==> src/hdl/lzwe_pkg.sv <==
// Shared types, constants and the hash function of the LZW byte encoder.
// Used by every encoder module but lzwe_ram; depends on nothing else.
package lzwe_pkg;

    localparam int unsigned CODE_BITS  = 12;
    localparam int unsigned NF_W       = CODE_BITS + 1;
    localparam int unsigned HASH_BITS  = CODE_BITS + 1;
    localparam int unsigned FIRST_FREE = 256;
    localparam int unsigned CODE_LIMIT = 1 << CODE_BITS;
    localparam int unsigned DICT_DEPTH = CODE_LIMIT - FIRST_FREE;
    localparam int unsigned HASH_DEPTH = 1 << HASH_BITS;

    typedef logic [CODE_BITS-1:0] t_code;
    typedef logic [NF_W-1:0]      t_next;
    typedef logic [HASH_BITS-1:0] t_slot;
    typedef logic [7:0]           t_sym;

    localparam t_next FIRST_FREE_N = t_next'(FIRST_FREE);
    localparam t_next CODE_LIMIT_N = t_next'(CODE_LIMIT);

    localparam logic OP_DATA   = 1'b0;
    localparam logic OP_FINISH = 1'b1;

    // One dictionary entry, plus the hash slot that points at it.
    typedef struct packed {
        t_code prefix;
        t_sym  sym;
        t_slot slot;
    } t_dict_entry;

    typedef struct packed {
        logic        hash_rd;
        t_slot       hash_addr;
        logic        dict_rd;
        t_code       dict_code;
        logic        wr;
        t_slot       wr_slot;
        t_next       wr_code;
        t_dict_entry wr_entry;
    } t_dict_req;

    typedef struct packed {
        logic  cand_live;
        logic  slot_match;
        logic  key_match;
        t_code cand;
    } t_dict_stat;

    function automatic t_slot hash_slot(input t_code prefix, input t_sym sym);
        t_slot h;
        h = {1'b0, prefix} ^ {sym, {(HASH_BITS-8){1'b0}}};
        return h;
    endfunction

endpackage

==> src/hdl/lzwe_outbuf.sv <==
// Output register for emitted codes; frees the encoder while a code waits.
// Depends on lzwe_pkg.
module lzwe_outbuf (
    input  logic            i_clk,
    input  logic            i_rst_n,
    input  logic            i_push,
    input  lzwe_pkg::t_code i_code,
    input  logic            i_last,
    input  logic            i_stall,
    output logic            o_ready,
    output logic            o_valid,
    output lzwe_pkg::t_code o_code,
    output logic            o_last
);

    logic            r_valid;
    lzwe_pkg::t_code r_code;
    logic            r_last;

    assign o_ready = !r_valid || !i_stall;

    always_ff @(posedge i_clk) begin
        if (!i_rst_n) begin
            r_valid <= 1'b0;
        end else if (o_ready) begin
            r_valid <= i_push;
        end
    end

    always_ff @(posedge i_clk) begin
        if (i_push && o_ready) begin
            r_code <= i_code;
            r_last <= i_last;
        end
    end

    assign o_valid = r_valid;
    assign o_code  = r_code;
    assign o_last  = r_last;

endmodule

==> config.mk <==
export PLATFORM = sky130hd
export DESIGN_NAME = lzwe_outbuf
export DESIGN_NICKNAME = d
export VERILOG_FILES = /design/src/hdl/lzwe_pkg.sv /design/src/hdl/lzwe_outbuf.sv
export SDC_FILE = /design/constraint.sdc
export NUM_CORES = 1
export LEC_CHECK = 0
export BUFFER_PORTS_ARGS = -buffer_cell sky130_fd_sc_hd__buf_2
export CAP_MARGIN = 15
export CORE_AREA = 2 2 39 41
export CTS_CLUSTER_SIZE = 24
export DETAILED_ROUTE_END_ITERATION = 10
export DIE_AREA = 0 0 41 43
export HOLD_SLACK_MARGIN = 0.08
export PLACE_DENSITY = 0.67
export SLEW_MARGIN = 20
export SYNTH_ARGS = -nofsm -noshare
export SYNTH_HDL_FRONTEND = slang
export SYNTH_SLANG_ARGS = --single-unit
export TNS_END_PERCENT = 10
==> constraint.sdc <==
create_clock -name i_clk -period 1.85 [get_ports i_clk]
set_input_delay 0.2775 -clock i_clk [delete_from_list [all_inputs] [get_ports i_clk]]
set_output_delay 0.2775 -clock i_clk [all_outputs]
set_load 0.02 [all_outputs]
# ---- Word level (Yosys, flattened, before mapping)
# Cells that the tools add are included.
dict set report totals {
  regBits 14
  inputBits 17
  output_inout_bits 15
}
dict set report classes {
  n_reduce_logical 4
}
# operator n
set op_table {}
lappend op_table {{$logic_not A1 Y1} 2}
lappend op_table {{$logic_and A1 B1 Y1} 1}
lappend op_table {{$logic_or A1 B1 Y1} 1}

# ---- Logic depth before layout (Yosys ltp)
dict set report depth {
  word_depth 3
  mapped_depth 2
  mapped_depth_nobuf 2
}

# ---- Worst setup path after synthesis
# Ideal clock, no wire load.
dict set report synth_path {
  path_kind {register -> register}
  start {register r_valid (netlist: o_valid)}
  end {register r_code[0] (netlist: o_code[0]) (enable)}
  setup_ps 361
  arrival_ps 988
  required_time_ps 1489
  setup_slack_ps 501
  stages_incl_launch_ff 3
  path_buffers 0
  synth_period_minus_slack_ps 1349
  cell_sequence {dfxtp_1 > nand2_1 > and2_1}
}
dict set report synth_between {
  elab_chain_len 3
}
# element line
set synth_rtl {}
lappend synth_rtl {{from (decl)} lzwe_outbuf.sv:16} ;# logic r_valid;
lappend synth_rtl {{from (signal assigned)} lzwe_outbuf.sv:26} ;# r_valid <= i_push;
lappend synth_rtl {{$logic_not A1 Y1} lzwe_outbuf.sv:20} ;# assign o_ready = !r_valid || !i_stall;
lappend synth_rtl {{$logic_or A1 B1 Y1} lzwe_outbuf.sv:20}
lappend synth_rtl {{named net o_ready} lzwe_outbuf.sv:10} ;# output logic o_ready,
lappend synth_rtl {{$logic_and A1 B1 Y1} lzwe_outbuf.sv:31} ;# if (i_push && o_ready) begin
lappend synth_rtl {{to (signal assigned)} lzwe_outbuf.sv:32} ;# r_code <= i_code;
lappend synth_rtl {{to (decl)} lzwe_outbuf.sv:17} ;# lzwe_pkg::t_code r_code;
# The timed path passes the listed nets, and every way through them passes these cells.
# A chain may end at the register's enable or synchronous reset.

# ---- Worst setup path after layout
dict set report layout_path {
  start {register r_valid (netlist: o_valid)}
  end {register r_code[10] (netlist: o_code[10]) (enable)}
}
dict set report layout_between {
  elab_chain_len 3
}
# element line
set layout_rtl {}
lappend layout_rtl {{$logic_not A1 Y1} lzwe_outbuf.sv:20}
lappend layout_rtl {{$logic_or A1 B1 Y1} lzwe_outbuf.sv:20}
lappend layout_rtl {{$logic_and A1 B1 Y1} lzwe_outbuf.sv:31}
# No other way between the ends.

==> out/metrics.csv <==
stage;metric;value;unit
sta;Fin. Hold Viols;0;
sta;Slew HR;0.644;
sta;Setup violations, final;0;
sta;fmax;0.822;GHz
finish;Fillers;135;
global_route;Congestion Overflow GR;0;
global_route;antenna violations before repair;0;
cts;CTS clk-pin slew, worst paths;80;ps
finish;final core utilization;0.458;
route;DRT Pass-1 Iters;2;
placed_design;DP Worst Slack;540;ps
cts;Post-CTS Hold Buffers;0;
synthesis;#FFs+latches synth;14;
route;Routed Antenna Nets;0;
route;Starting DRT DRC Count;1;
floorplan;row count;14;
finish;synthesis-to-layout area growth;46.7;%
synthesis;cell taking the most area after synthesis;edfxtp_1;
synthesis;Mean Syn Cell Area;24.0;um^2
cts;Num CTS Buffers;3;
finish;commonest non-fill, non-tap cells in the layout;31 x buf_2, 13 x edfxtp_1, 3 x clkbuf_4;
route;DR DRC count;0;
cts;clk_lat worst skew;280;ps
pwr;PD cells;967;nW/um^2
synthesis;Yosys cell types;6;
sta;Tcrit/Tclk final;0.658;
finish;# nets final;71;
synthesis;sequential fraction of the synthesis area;0.951;
placed_design;Placer Congestion;0.576;
worst_setup_path;CP startpoint kind;register;
sta;RSZ-0062 raised after global routing;false;
worst_setup_path;worst stage delay on the critical path;470;ps
floorplan;die area;1760;um^2
cts;CTS tree;done;
worst_setup_path;Crit Path Max Fanout;13;
worst_setup_path;CP cell instances;nand2_1 -> and2_1;
worst_setup_path;critical path arrival;1130;ps
floorplan;initial core utilization;0.312;
synthesis;synthesized net count;35;
synthesis;Syn Std Cell Area;432;um^2
cts;CTS root buf;clkbuf_4;
worst_setup_path;critical path class;reg2reg;
floorplan;top-level I/O count;32;
floorplan;Die Height;43;um
worst_setup_path;Bufs and invs on worst path;0;
worst_setup_path;Crit. End Element;register;
global_route;pin count of the biggest net entering global routing;14;
pwr;Leak;0.278;nW
flow_run;Max Cap Violations;0;
sta;final worst slack;633;ps
cts;CTS sink count;14;
cts;Setup Fix Bufs, Post-CTS;0;
floorplan;Die W;41;um
cts;H-tree Lvls;1;
route;Routed Wire Length;734;um
finish;most common cell after layout, fill and taps aside;buf_2;
synthesis;top cell type's share of synthesized area;0.904;
sta;clock skew;9.70;ps
global_route;total track usage;0.104;
worst_setup_path;Top Family by Delay on Critical Path;simple AND/OR/NAND/NOR gates;
cts;Post-CTS Resized;0;
synthesis;Mapped Cells;18;
sta;minimum clock period after layout;1220;ps
status;outcome;complete, no violations;
worst_setup_path;critical path required time;1760;ps
placed_design;DP HPWL;562;um
sta;final setup TNS;0;ps
finish;Seq. cell area;410;um^2
min_path;worst hold-check path type;in2reg;
floorplan;core footprint;1380;um^2
route;routed vias;292;
cts;Clock Path Buffers;2;
global_route;first-pass GRT wire length;1090;um
sta;Slew @ Worst Pin;534;ps
finish;area of the multi-input gates;21.3;um^2
finish;ant diodes;0;
synthesis;yosys synthesis warning count;0;
sta;max-slew violation count;0;
route;routed len/inst;10.6;um
route;Via density;4.23;
global_route;number of global-route vias before repair;261;
finish;share of cells above drive strength 1;0.642;
worst_setup_path;CP max-delay cell;and2_1;
pwr;Peak VDD IR;0.372;mV
placed_design;Port Buffers;31;
synthesis;Synth area leaders;edfxtp_1 90%, dfxtp_1 4.6%, and2_1 1.4%;
==> power by group <==
group          switching (mW)  internal [mW]
Combinational          0.0423         0.0257
Sequential            0.00417          0.367
Clock                  0.0889         0.0835
Total                   0.135          0.477
==> state kept, by name, indices dropped and copies added, names as in the netlist <==
signal and flops:
o_code 12, o_last 1, o_valid 1
==> final timing paths <==
kind,startpoint,endpoint,slack [ps],cells past startpoint
setup / recovery,o_valid,o_code[10],630,2
hold / removal,i_code[2],o_code[2],170,1
setup reg to reg,o_valid,o_code[10],630,2
hold reg to reg,o_valid,o_valid,540,2
==> kinds of logic after synthesis <==
group,after synthesis,share of synthesized area
AO/OA/AOI/OAI,1,0.0116
flip-flops,14,0.951
AND/OR/NAND/NOR,3,0.0377
==> Yosys cell counts <==
master    instances
a21oi_1           1
and2_1            1
dfxtp_1           1
edfxtp_1         13
nand2_1           1
nor2b_1           1
==> through the flow <==
stage	cell area, um^2	instances	hold slack (ps)	total power, mW
final	633	69	170	0.612
after CTS	633	69	160	0.623
after global placement	607	65	455	0.447
after detailed placement	607	65	456	0.448
after global routing	633	69	147	0.647
after floorplan	432	18	376	0.413
==> cell type report <==
class,count,area share
sequential,14,0.648
multi-input combinational,4,0.0336
tap,16,0.0316
clock buffer,4,0.0415
timing repair buffer,31,0.245
==> worst reg2reg max path, stage by stage (launching register included) <==
cell	delay, ps
dfxtp_1	320
nand2_1	70
and2_1	470
==> per-layer routing <==
metal  share of wire  track usage  up-vias
met5               0            0        -
met4          0.0082       0.0800        0
met3            0.23       0.0942        2
met2            0.36        0.119       32
met1            0.40        0.116      119
li1                -            -      139
Power figures use the tool's default switching activity.
